`src/rtl/core/mmix_pkg.sv`:
```
// Shared types, register indexes and mixing coefficients for the motor mixer.
// No dependencies; imported by multirotor_motor_mixer_core.
package mmix_pkg;

  // Width of every command, correction and configuration value
  localparam int CMD_W = 13;
  // Width of the configuration register index
  localparam int REG_IDX_W = 3;
  // Number of motor outputs
  localparam int N_MOTORS = 6;
  // Width of a motor number
  localparam int MOTOR_W = 3;
  // Fraction bits of the Q2.14 coefficients
  localparam int FRAC_W = 14;
  // Width of a mixing coefficient
  localparam int COEF_W = 16;

  // Frame codes
  localparam logic [1:0] FRAME_TRI    = 2'd0;
  localparam logic [1:0] FRAME_QUAD_X = 2'd1;
  localparam logic [1:0] FRAME_HEX_X  = 2'd2;

  // Configuration register indexes
  localparam logic [REG_IDX_W-1:0] REG_FRAME_TYPE       = 3'd0;
  localparam logic [REG_IDX_W-1:0] REG_YAW_REVERSE      = 3'd1;
  localparam logic [REG_IDX_W-1:0] REG_MIN_THROTTLE     = 3'd2;
  localparam logic [REG_IDX_W-1:0] REG_MAX_THROTTLE     = 3'd3;
  localparam logic [REG_IDX_W-1:0] REG_STICK_LOW_CHECK  = 3'd4;
  localparam logic [REG_IDX_W-1:0] REG_SERVO_CENTER     = 3'd5;
  localparam logic [REG_IDX_W-1:0] REG_SERVO_LOW_LIMIT  = 3'd6;
  localparam logic [REG_IDX_W-1:0] REG_SERVO_HIGH_LIMIT = 3'd7;

  // Q2.14 coefficient values
  localparam logic signed [COEF_W-1:0] Q_ONE = 16'sd16384;
  localparam logic signed [COEF_W-1:0] Q_2_3 = 16'sd10923;
  localparam logic signed [COEF_W-1:0] Q_4_3 = 16'sd21845;
  localparam logic signed [COEF_W-1:0] Q_HEX = 16'sd14189;
  localparam logic signed [COEF_W-1:0] Q_ZERO = 16'sd0;

  // Roll, pitch and yaw weights of one motor
  typedef struct packed {
    logic signed [COEF_W-1:0] roll;
    logic signed [COEF_W-1:0] pitch;
    logic signed [COEF_W-1:0] yaw;
  } coef_set_t;

  // Mixing weights of one motor on one frame; unused motors get zero weights.
  function automatic coef_set_t mix_coef(input logic [1:0] frame,
                                         input logic [MOTOR_W-1:0] motor);
    coef_set_t c;
    c = '{Q_ZERO, Q_ZERO, Q_ZERO};
    case (frame)
      FRAME_TRI: begin
        case (motor)
          3'd0:    c = '{Q_ONE, -Q_2_3, Q_ZERO};
          3'd1:    c = '{-Q_ONE, -Q_2_3, Q_ZERO};
          3'd2:    c = '{Q_ZERO, Q_4_3, Q_ZERO};
          default: c = '{Q_ZERO, Q_ZERO, Q_ZERO};
        endcase
      end
      FRAME_QUAD_X: begin
        case (motor)
          3'd0:    c = '{Q_ONE, -Q_ONE, -Q_ONE};
          3'd1:    c = '{-Q_ONE, -Q_ONE, Q_ONE};
          3'd2:    c = '{-Q_ONE, Q_ONE, -Q_ONE};
          3'd3:    c = '{Q_ONE, Q_ONE, Q_ONE};
          default: c = '{Q_ZERO, Q_ZERO, Q_ZERO};
        endcase
      end
      FRAME_HEX_X: begin
        case (motor)
          3'd0:    c = '{Q_HEX, -Q_ONE, -Q_ONE};
          3'd1:    c = '{-Q_HEX, -Q_ONE, Q_ONE};
          3'd2:    c = '{-Q_HEX, Q_ZERO, -Q_ONE};
          3'd3:    c = '{-Q_HEX, Q_ONE, Q_ONE};
          3'd4:    c = '{Q_HEX, Q_ONE, -Q_ONE};
          3'd5:    c = '{Q_HEX, Q_ZERO, Q_ONE};
          default: c = '{Q_ZERO, Q_ZERO, Q_ZERO};
        endcase
      end
      default: c = '{Q_ZERO, Q_ZERO, Q_ZERO};
    endcase
    return c;
  endfunction

  // Whether a motor is driven on the given frame
  function automatic logic motor_active(input logic [1:0] frame,
                                        input logic [MOTOR_W-1:0] motor);
    logic act;
    case (frame)
      FRAME_TRI:    act = (motor < 3'd3);
      FRAME_QUAD_X: act = (motor < 3'd4);
      FRAME_HEX_X:  act = (motor < 3'd6);
      default:      act = 1'b0;
    endcase
    return act;
  endfunction

endpackage

```
`src/rtl/core/multirotor_motor_mixer_core.sv`:
```
// Multirotor motor mixer core: tricopter, quad X and hexacopter X frames.
// Depends on mmix_pkg for register indexes, frame codes and coefficients.
//
// A request is taken at every clock edge where start is high; busy is always
// low, so one request per clock is sustained. The work runs through a
// four-register pipeline (input register, motor sums, largest motor, limits
// and overrides), and the six motor commands appear with done high for one
// cycle once the request has passed through all four registers. The
// receiver cannot stall the block, so each result must be captured in its
// one cycle. Configuration is written through wr_en, wr_index and wr_data and
// must only change while no request is in the pipeline.
module multirotor_motor_mixer_core #(
  parameter int DISARMED_COMMAND = 2000
) (
  input  logic                              clk,
  input  logic                              rst,
  // request side
  input  logic                              start,
  output logic                              busy,
  input  logic [mmix_pkg::CMD_W-1:0]        throttle_in,
  input  logic signed [mmix_pkg::CMD_W-1:0] roll_corr,
  input  logic signed [mmix_pkg::CMD_W-1:0] pitch_corr,
  input  logic signed [mmix_pkg::CMD_W-1:0] yaw_corr,
  input  logic [mmix_pkg::CMD_W-1:0]        stick_throttle,
  input  logic                              manual_throttle,
  input  logic                              is_armed,
  // configuration port
  input  logic                              wr_en,
  input  logic [mmix_pkg::REG_IDX_W-1:0]    wr_index,
  input  logic [mmix_pkg::CMD_W-1:0]        wr_data,
  // result side
  output logic                              done,
  output logic [mmix_pkg::CMD_W-1:0]        motor_a,
  output logic [mmix_pkg::CMD_W-1:0]        motor_b,
  output logic [mmix_pkg::CMD_W-1:0]        motor_c,
  output logic [mmix_pkg::CMD_W-1:0]        motor_d,
  output logic [mmix_pkg::CMD_W-1:0]        motor_e,
  output logic [mmix_pkg::CMD_W-1:0]        motor_f
);
  import mmix_pkg::*;

  // Width of a full-precision motor sum and of a truncated motor value
  localparam int SUM_W = 32;
  localparam int M_W   = SUM_W - FRAC_W;
  // Width used for the excess correction and clamping
  localparam int ADJ_W = M_W + 2;
  // Width of the servo sum
  localparam int SRV_W = CMD_W + 3;
  localparam logic [CMD_W-1:0] DISARMED = CMD_W'(DISARMED_COMMAND);

  // Configuration registers
  logic [1:0]       frame_type;
  logic             yaw_reverse;
  logic [CMD_W-1:0] min_throttle;
  logic [CMD_W-1:0] max_throttle;
  logic [CMD_W-1:0] stick_low_check;
  logic [CMD_W-1:0] servo_center;
  logic [CMD_W-1:0] servo_low_limit;
  logic [CMD_W-1:0] servo_high_limit;

  // Input register
  logic                    valid_a;
  logic [CMD_W-1:0]        thr_a;
  logic signed [CMD_W-1:0] roll_a;
  logic signed [CMD_W-1:0] pitch_a;
  logic signed [CMD_W-1:0] yaw_a;
  logic [CMD_W-1:0]        stick_a;
  logic                    manual_a;
  logic                    armed_a;

  // Motor sum stage
  logic                  valid_b;
  logic signed [M_W-1:0] m_b [N_MOTORS];
  logic [CMD_W-1:0]      servo_b;
  logic                  low_b;
  logic                  armed_b;
  logic signed [M_W-1:0] m_b_next [N_MOTORS];
  logic [CMD_W-1:0]      servo_b_next;

  // Largest motor stage
  logic                  valid_c;
  logic signed [M_W-1:0] m_c [N_MOTORS];
  logic signed [M_W-1:0] maxm_c;
  logic [CMD_W-1:0]      servo_c;
  logic                  low_c;
  logic                  armed_c;
  logic signed [M_W-1:0] maxm_c_next;

  // Output stage
  logic [CMD_W-1:0] motor_next [N_MOTORS];

  // Every request is taken at once
  assign busy = 1'b0;

  // Configuration writes
  always_ff @(posedge clk) begin
    if (rst) begin
      frame_type       <= FRAME_QUAD_X;
      yaw_reverse      <= 1'b0;
      min_throttle     <= 13'd2200;
      max_throttle     <= 13'd4000;
      stick_low_check  <= 13'd2200;
      servo_center     <= 13'd3000;
      servo_low_limit  <= 13'd2000;
      servo_high_limit <= 13'd4000;
    end else if (wr_en) begin
      case (wr_index)
        REG_FRAME_TYPE:       frame_type       <= wr_data[1:0];
        REG_YAW_REVERSE:      yaw_reverse      <= wr_data[0];
        REG_MIN_THROTTLE:     min_throttle     <= wr_data;
        REG_MAX_THROTTLE:     max_throttle     <= wr_data;
        REG_STICK_LOW_CHECK:  stick_low_check  <= wr_data;
        REG_SERVO_CENTER:     servo_center     <= wr_data;
        REG_SERVO_LOW_LIMIT:  servo_low_limit  <= wr_data;
        REG_SERVO_HIGH_LIMIT: servo_high_limit <= wr_data;
        default: ;
      endcase
    end
  end

  // Valid bits of the pipeline
  always_ff @(posedge clk) begin
    if (rst) begin
      valid_a <= 1'b0;
      valid_b <= 1'b0;
      valid_c <= 1'b0;
      done    <= 1'b0;
    end else begin
      valid_a <= start & ~busy;
      valid_b <= valid_a;
      valid_c <= valid_b;
      done    <= valid_c;
    end
  end

  // Input register
  always_ff @(posedge clk) begin
    if (start && !busy) begin
      thr_a    <= throttle_in;
      roll_a   <= roll_corr;
      pitch_a  <= pitch_corr;
      yaw_a    <= yaw_corr;
      stick_a  <= stick_throttle;
      manual_a <= manual_throttle;
      armed_a  <= is_armed;
    end
  end

  // Motor sums in Q18.14, truncated toward zero, and the tricopter servo
  always_comb begin
    logic signed [CMD_W:0]         yaw_eff;
    logic signed [FRAC_W+CMD_W:0]  thr_q;
    logic signed [CMD_W+COEF_W-1:0] prod_r;
    logic signed [CMD_W+COEF_W-1:0] prod_p;
    logic signed [CMD_W+COEF_W:0]  prod_y;
    logic signed [SUM_W-1:0]       sum;
    logic signed [SRV_W-1:0]       srv;
    coef_set_t                     cs;
    yaw_eff = yaw_reverse ? -(CMD_W+1)'(yaw_a) : (CMD_W+1)'(yaw_a);
    thr_q   = $signed({1'b0, thr_a, {FRAC_W{1'b0}}});
    for (int i = 0; i < N_MOTORS; i++) begin
      cs     = mix_coef(frame_type, MOTOR_W'(i));
      prod_r = roll_a * cs.roll;
      prod_p = pitch_a * cs.pitch;
      prod_y = yaw_eff * cs.yaw;
      sum    = SUM_W'(thr_q) + SUM_W'(prod_r) + SUM_W'(prod_p) + SUM_W'(prod_y);
      // Arithmetic shift floors; a negative sum with a fraction goes up by one
      m_b_next[i] = $signed(sum[SUM_W-1:FRAC_W])
                  + ((sum[SUM_W-1] && (sum[FRAC_W-1:0] != '0)) ? M_W'(1) : M_W'(0));
    end
    srv = $signed({3'b000, servo_center}) + SRV_W'(yaw_eff);
    if (srv < $signed({3'b000, servo_low_limit})) begin
      servo_b_next = servo_low_limit;
    end else if (srv > $signed({3'b000, servo_high_limit})) begin
      servo_b_next = servo_high_limit;
    end else begin
      servo_b_next = srv[CMD_W-1:0];
    end
  end

  always_ff @(posedge clk) begin
    m_b     <= m_b_next;
    servo_b <= servo_b_next;
    low_b   <= (stick_a < stick_low_check) && manual_a;
    armed_b <= armed_a;
  end

  // Largest of the driven motors; motor 0 is driven on every defined frame
  always_comb begin
    maxm_c_next = m_b[0];
    for (int i = 1; i < N_MOTORS; i++) begin
      if (motor_active(frame_type, MOTOR_W'(i)) && (m_b[i] > maxm_c_next)) begin
        maxm_c_next = m_b[i];
      end
    end
  end

  always_ff @(posedge clk) begin
    m_c     <= m_b;
    maxm_c  <= maxm_c_next;
    servo_c <= servo_b;
    low_c   <= low_b;
    armed_c <= armed_b;
  end

  // Excess removal, throttle clamp, stick and arm overrides, undriven motors
  always_comb begin
    logic signed [ADJ_W-1:0] excess;
    logic signed [ADJ_W-1:0] adj;
    logic signed [ADJ_W-1:0] lo;
    logic signed [ADJ_W-1:0] hi;
    lo     = $signed({{(ADJ_W-CMD_W){1'b0}}, min_throttle});
    hi     = $signed({{(ADJ_W-CMD_W){1'b0}}, max_throttle});
    excess = ADJ_W'(maxm_c) - hi;
    for (int i = 0; i < N_MOTORS; i++) begin
      adj = ADJ_W'(m_c[i]);
      if (excess > 0) begin
        adj = adj - excess;
      end
      if (adj < lo) begin
        motor_next[i] = min_throttle;
      end else if (adj > hi) begin
        motor_next[i] = max_throttle;
      end else begin
        motor_next[i] = adj[CMD_W-1:0];
      end
      if (low_c) begin
        motor_next[i] = min_throttle;
      end
      if (!armed_c) begin
        motor_next[i] = DISARMED;
      end
      if (!motor_active(frame_type, MOTOR_W'(i))) begin
        motor_next[i] = '0;
      end
    end
    // The sixth output carries the yaw servo on a tricopter
    if (frame_type == FRAME_TRI) begin
      motor_next[N_MOTORS-1] = servo_c;
    end
  end

  // Result register
  always_ff @(posedge clk) begin
    motor_a <= motor_next[0];
    motor_b <= motor_next[1];
    motor_c <= motor_next[2];
    motor_d <= motor_next[3];
    motor_e <= motor_next[4];
    motor_f <= motor_next[5];
  end

endmodule
```
`config.mk`:
```
export PLATFORM = sky130hd
export DESIGN_NAME = multirotor_motor_mixer_core
export DESIGN_NICKNAME = d
export VERILOG_FILES = /design/src/rtl/core/mmix_pkg.sv /design/src/rtl/core/multirotor_motor_mixer_core.sv
export SDC_FILE = /design/constraint.sdc
export NUM_CORES = 2
export LEC_CHECK = 0
export BUFFER_PORTS_ARGS = -buffer_cell sky130_fd_sc_hd__buf_2
export CORE_MARGIN = 5
export CORE_UTILIZATION = 45
export CTS_CLUSTER_DIAMETER = 80
export DETAILED_ROUTE_END_ITERATION = 8
export HOLD_SLACK_MARGIN = 0.08
export SYNTH_ARGS = -nofsm -noshare
export SYNTH_HDL_FRONTEND = slang
export SYNTH_SLANG_ARGS = --single-unit
```
`constraint.sdc`:
```
create_clock -name clk -period 22.5 [get_ports clk]
set_input_delay 2.25 -clock clk [delete_from_list [all_inputs] [get_ports clk]]
set_output_delay 2.25 -clock clk [all_outputs]
set_load 0.02 [all_outputs]
```
# Word-level counts from Yosys, hierarchy flattened

Index checks and enable logic that the tools add are counted.

Output and inout port bits: 80
Flip-flop bits (word level): 494

Order comparisons: 21
Multipliers: 18
Mux-type cells: 55
$add $sub $neg: 33
Eq/ne operators: 9
Reduce and logical (&&, ||, !) cells: 33

Operators by type and width:

| cell               | number |
|---|---|
| $mux 13            | 23 |
| $mul 13x16->29     | 10 |
| $pmux 48 s3        | 2 |
| $mul 14x16->30     | 6 |
| $pmux 47 s3        | 1 |
| $add 31x30->32     | 4 |
| $add 30x29->31     | 4 |
| $add 28x29->30     | 4 |
| $gt 20x14->1       | 6 |
| $lt 20x14->1       | 6 |
| $mux 20            | 6 |
| $sub 18x19->20     | 6 |
| $add 18x2->18      | 6 |
| $pmux 48 s2        | 1 |
| $mux 46            | 2 |
| $gt 18x18->1       | 5 |
| $mux 18            | 5 |
| $reduce_bool 14->1 | 6 |
| $add 30x30->31     | 2 |
| $add 29x29->30     | 2 |
| $add 28x28->29     | 2 |
| $mul 13x15->28     | 2 |
| $mux 11            | 5 |
| $reduce_and 2->1   | 11 |
| other kinds (19)   | 42 |

# Depth between registers and ports, before layout

Word-level depth: 17
Gate-level depth with buffers: 57
Mapped depth without buffers: 52

# Least setup slack after synthesis

OpenSTA, ideal clock, no wires.

Path kind: flip-flop to flip-flop
Start: reg m_b[107] (netlist bit)
End: reg maxm_c[11]
Library setup time: 0.116 ns
Clock period less this slack: 10.809 ns
Arrival: 10.693 ns
Required time: 22.384 ns
Slack: 11.691 ns
Cell stages (with the launch flop): 55
Path through: dfxtp_1 inv_1 ha_1 buf_6 nand4_4 nor3_1 a211o_1 or4b_4 nand2_1 clkbuf_1 mux2i_1 ha_1 a21o_1 a2111oi_0 o21ai_0 o31a_1 inv_1 clkbuf_1 [... 19 more ...] nand2_1 or4_4 nor4bb_4 buf_6 buf_2 o31ai_1 nand2_1 ha_1 a21o_1 a21o_1 a211oi_1 o21ai_0 a221oi_1 o21ai_0 nand3_1 clkbuf_1 nor2_1 a31o_2

Cells in the longest elaborated chain, start to end: 15

Ends and longest elaborated chain:

| item                   | RTL line                           | RTL |
|---|---|---|
| start, declared        | multirotor_motor_mixer_core.sv:73  | `logic signed [M_W-1:0] m_b [N_MOTORS];` |
| start signal, assigned | multirotor_motor_mixer_core.sv:182 | `m_b <= m_b_next;` |
| $gt 18x18->1           | multirotor_motor_mixer_core.sv:192 | `if (motor_active(frame_type, MOTOR_W'(i)) && (m_b[i] > maxm_c_next)) begin` |
| $logic_and 1x1->1      | multirotor_motor_mixer_core.sv:192 |  |
| $mux 18 *              | multirotor_motor_mixer_core.sv:192 |  |
| $gt 18x18->1           | multirotor_motor_mixer_core.sv:192 |  |
| $logic_and 1x1->1      | multirotor_motor_mixer_core.sv:192 |  |
| $mux 18 *              | multirotor_motor_mixer_core.sv:192 |  |
| $gt 18x18->1           | multirotor_motor_mixer_core.sv:192 |  |
| $logic_and 1x1->1      | multirotor_motor_mixer_core.sv:192 |  |
| $mux 18 *              | multirotor_motor_mixer_core.sv:192 |  |
| $gt 18x18->1           | multirotor_motor_mixer_core.sv:192 |  |
| $logic_and 1x1->1      | multirotor_motor_mixer_core.sv:192 |  |
| $mux 18 *              | multirotor_motor_mixer_core.sv:192 |  |
| $gt 18x18->1           | multirotor_motor_mixer_core.sv:192 |  |
| $logic_and 1x1->1      | multirotor_motor_mixer_core.sv:192 |  |
| $mux 18 *              | multirotor_motor_mixer_core.sv:192 |  |
| net maxm_c_next[11]    | multirotor_motor_mixer_core.sv:87  | `logic signed [M_W-1:0] maxm_c_next;` |
| end signal, assigned   | multirotor_motor_mixer_core.sv:200 | `maxm_c <= maxm_c_next;` |
| end, declared          | multirotor_motor_mixer_core.sv:83  | `logic signed [M_W-1:0] maxm_c;` |

The timed path passes the listed nets; every way through them passes the cells marked *.
A chain may end at the register's enable or synchronous reset.

# Worst setup path in the final report

Start: reg m_b[107] (netlist bit)
End: reg maxm_c[0]

The elaborated chain is that of the path after synthesis.

==> flow_results.xml <==
<?xml version="1.0" encoding="UTF-8"?>
<metrics>
  <group name="status">
    <metric name="run_status" unit="">completed</metric>
  </group>
  <group name="floorplan">
    <metric name="die_w" unit="µm">424</metric>
    <metric name="floorplan.core_area" unit="µm²">171000</metric>
    <metric name="floorplan.die.height" unit="µm">424</metric>
    <metric name="rows" unit="">152</metric>
    <metric name="boundaryPins" unit="">167</metric>
    <metric name="initial_core_utilization" unit="">0.451</metric>
    <metric name="total_die_area" unit="µm²">180000</metric>
  </group>
  <group name="final_layout">
    <metric name="largestRegisters" unit="">m_b x108, m_c x108, maxm_c x18</metric>
    <metric name="finalCoreUtilization" unit="">0.485</metric>
    <metric name="syn2layout_area_growth" unit="%">7.41</metric>
    <metric name="share_of_layout_cells_above_drive_strength_1" unit="">0.0583</metric>
    <metric name="num-fill-cells" unit="">16079</metric>
    <metric name="finalNetCount" unit="">10657</metric>
  </group>
  <group name="clocking">
    <metric name="cts.clk_slew.worst_paths" unit="ns">0.07</metric>
    <metric name="cts_hold_buffers" unit="">0</metric>
    <metric name="cts_tree" unit="">done</metric>
    <metric name="cts_buffers" unit="">56</metric>
    <metric name="cts.root.buffer_cell" unit="">clkbuf_16</metric>
    <metric name="cts_max_path_buffers" unit="">3</metric>
    <metric name="cts-htree-levels" unit="">2</metric>
    <metric name="clock_latency" unit="ns">0.69</metric>
    <metric name="cts_setup_buffers" unit="">0</metric>
    <metric name="clock_sink_count" unit="">494</metric>
    <metric name="ctsResizeCount" unit="">0</metric>
  </group>
  <group name="routing">
    <metric name="wirelength" unit="µm">250000</metric>
    <metric name="via_per_inst" unit="">5.47</metric>
    <metric name="drt.antenna.violating_nets" unit="">0</metric>
    <metric name="first_iter_violations" unit="">4154</metric>
    <metric name="wl_per_cell" unit="µm">24.1</metric>
    <metric name="drcViolationCount" unit="">0</metric>
    <metric name="detailedRoute.firstPassIterationCount" unit="">8</metric>
    <metric name="route.vias.total" unit="">56889</metric>
  </group>
  <group name="worst_setup_path">
    <metric name="cp.required" unit="ns">23.02</metric>
    <metric name="critical_path_arrival" unit="ns">13.85</metric>
    <metric name="max_stage_delay_on_crit_path" unit="ns">0.77</metric>
    <metric name="cpMaxStageDelayCell" unit="">a31oi_4</metric>
    <metric name="setup.worst_path.end_class" unit="">flip-flop</metric>
    <metric name="worst-path-max-fanout" unit="">36</metric>
    <metric name="critPathLaunchType" unit="">flip-flop</metric>
    <metric name="cp_common_cell" unit="">a21o_1</metric>
    <metric name="worstSetupPathType" unit="">reg -&gt; reg</metric>
  </group>
  <group name="synth">
    <metric name="syn_area_per_cell" unit="µm²">9.72</metric>
    <metric name="synthesis.area" unit="µm²">77200</metric>
    <metric name="synth_seq_cells" unit="">494</metric>
    <metric name="ys_async_sr_fraction" unit="">0</metric>
    <metric name="post_synth_num_cell_types" unit="">94</metric>
    <metric name="synthCells" unit="">7944</metric>
    <metric name="synth_sequential_area_ratio" unit="">0.137</metric>
    <metric name="most_used_flip_flop_cell_after_synthesis" unit="">dfxtp_1</metric>
    <metric name="synth-warning-count" unit="">0</metric>
    <metric name="synth_edf_count" unit="">67</metric>
  </group>
  <group name="global_route">
    <metric name="global_route.overflow_total" unit="">0</metric>
    <metric name="largest_net_degree_at_the_start_of_global_routing" unit="">86</metric>
    <metric name="grt_antenna_before_repair" unit="">8</metric>
    <metric name="global_route.usage.total" unit="">0.278</metric>
    <metric name="via_count_of_the_first_global_routing_pass" unit="">58906</metric>
    <metric name="grt_first_pass_wirelength" unit="µm">375000</metric>
  </group>
  <group name="sta">
    <metric name="fmax" unit="MHz">75.0</metric>
    <metric name="final_critical_delay_including_setup_and_external_delays" unit="ns">13.34</metric>
    <metric name="fin_skew" unit="ns">0.0596</metric>
    <metric name="timing.setup.tns" unit="ns">0</metric>
    <metric name="worst-slew-pin-transition" unit="ns">1.35</metric>
    <metric name="timing_max_transition_violations_final" unit="">0</metric>
    <metric name="slew_headroom" unit="">0.0919</metric>
    <metric name="report.final.hold_viol_count" unit="">0</metric>
    <metric name="final.period_utilization" unit="">0.593</metric>
    <metric name="rsz0062_at_grt" unit="">false</metric>
    <metric name="final-setup-viol-count" unit="">0</metric>
  </group>
  <group name="placement">
    <metric name="routabilityCongestion" unit="">1.00</metric>
    <metric name="portbufs" unit="">165</metric>
    <metric name="dp_hpwl" unit="µm">220000</metric>
  </group>
  <group name="job">
    <metric name="cap_violations" unit="">0</metric>
  </group>
  <group name="min_path">
    <metric name="hp-class" unit="">reg -&gt; reg</metric>
  </group>
</metrics>
-- placed cells by master, fill, tap and decap left out, types with 67 or more instances in the layout --
cell type  instances
nor2b_1          120
a21oi_1          305
buf_2            164
nand2_1          404
xor2_1           129
mux2i_1          123
xnor2_1          216
inv_1           1701
ha_1            1251
and2_1           107
nor3_1            91
nor2_1           283
a21o_1           110
nand3_1           91
nand2b_1          77
edfxtp_1          67
o21ai_0          253
dfxtp_1          427
fa_1            1199
buf_4             67
-- synthesized netlist by cell type, types with 38 or more instances --
library cell     n  area, µm²
a21o_1         110        826
nand4_1         53        332
clkbuf_1       109        409
o21a_1          38        285
nor3_1          93        465
nor2b_1        120        751
and3_1          56        350
dfxtp_1        427       8550
mux2i_1        124       1240
xnor2_1        218       1910
nand2_1        405       1520
or3_1           38        238
mux2_2          65        732
o21ai_0        253       1270
fa_1          1199      24000
inv_1         1702       6390
nand3_1         91        455
ha_1          1254      15700
edfxtp_1        67       2010
xor2_1         129       1130
o31ai_1         56        420
and2_1         107        669
nor2_1         283       1060
a21oi_1        305       1530
nand2b_1        77        482
a211o_1         40        350
-- kinds of logic (layout without fill, tap and decap cells) --
family,count (synthesis),count (layout),synth area share
XOR/XNOR,347,347,0.0393
other,2,19,0.0000972
multiplexers,190,190,0.0257
flip-flops,494,494,0.137
adder cells (fa/ha/maj),2453,2453,0.514
AND/OR/NAND/NOR,1464,1464,0.0959
buffers and inverters,1830,2038,0.0894
AO/OA/AOI/OAI,1164,1164,0.0988
-- through the flow --
stage	setup slack (ns)	hold WS, ns	instances	area [µm²]
6_report	9.16	0.327	10402	83000
5_1_grt	7.99	0.328	10397	82900
4_1_cts	9.20	0.325	10397	82900
3_5_place_dp	9.28	0.312	10292	81000
3_3_place_gp	9.37	0.315	10292	81000
2_1_floorplan	11.69	0.310	7956	77300
-- worst max-delay path, delay by kind of cell, from the launching register on --
kind,cells,cell delay [ns]
buf+inv,4,1.27
compound gates,24,5.24
flops,1,0.35
fa+ha+maj,5,1.82
mux,1,0.45
simple gates,15,4.06
-- worst paths after layout --
path / start / to / slack (ns) / cells past startpoint
max reg2reg: m_b[107] / maxm_c[0] / 9.16 / 49
max: m_b[107] / maxm_c[0] / 9.16 / 49
min: servo_b[8] / servo_c[8] / 0.33 / 0
min reg2reg: servo_b[8] / servo_c[8] / 0.33 / 0
-- cell type report --
class,count,area [µm²],area share
Multi-Input combinational cell,5632,59900,0.722
Timing Repair Buffer,231,1320,0.0160
Inverter,1702,6390,0.0770
Tap cell,2233,2790,0.0337
Antenna cell,5,12.5,0.000151
Clock inverter,43,536,0.00645
Sequential cell,494,10600,0.127
Clock buffer,62,1450,0.0175
-- layer usage --
metal,vias to the layer above,share of wire,global-route usage
met1,28213,0.44,0.382
met4,4,0.050,0.112
met2,1915,0.45,0.445
met3,448,0.062,0.0386
li1,26309,-,-
met5,-,0.00014,0
Power is left out: the tool's default activity adds up to more than one toggle a clock period on the data nets, which glitch-free logic cannot reach.
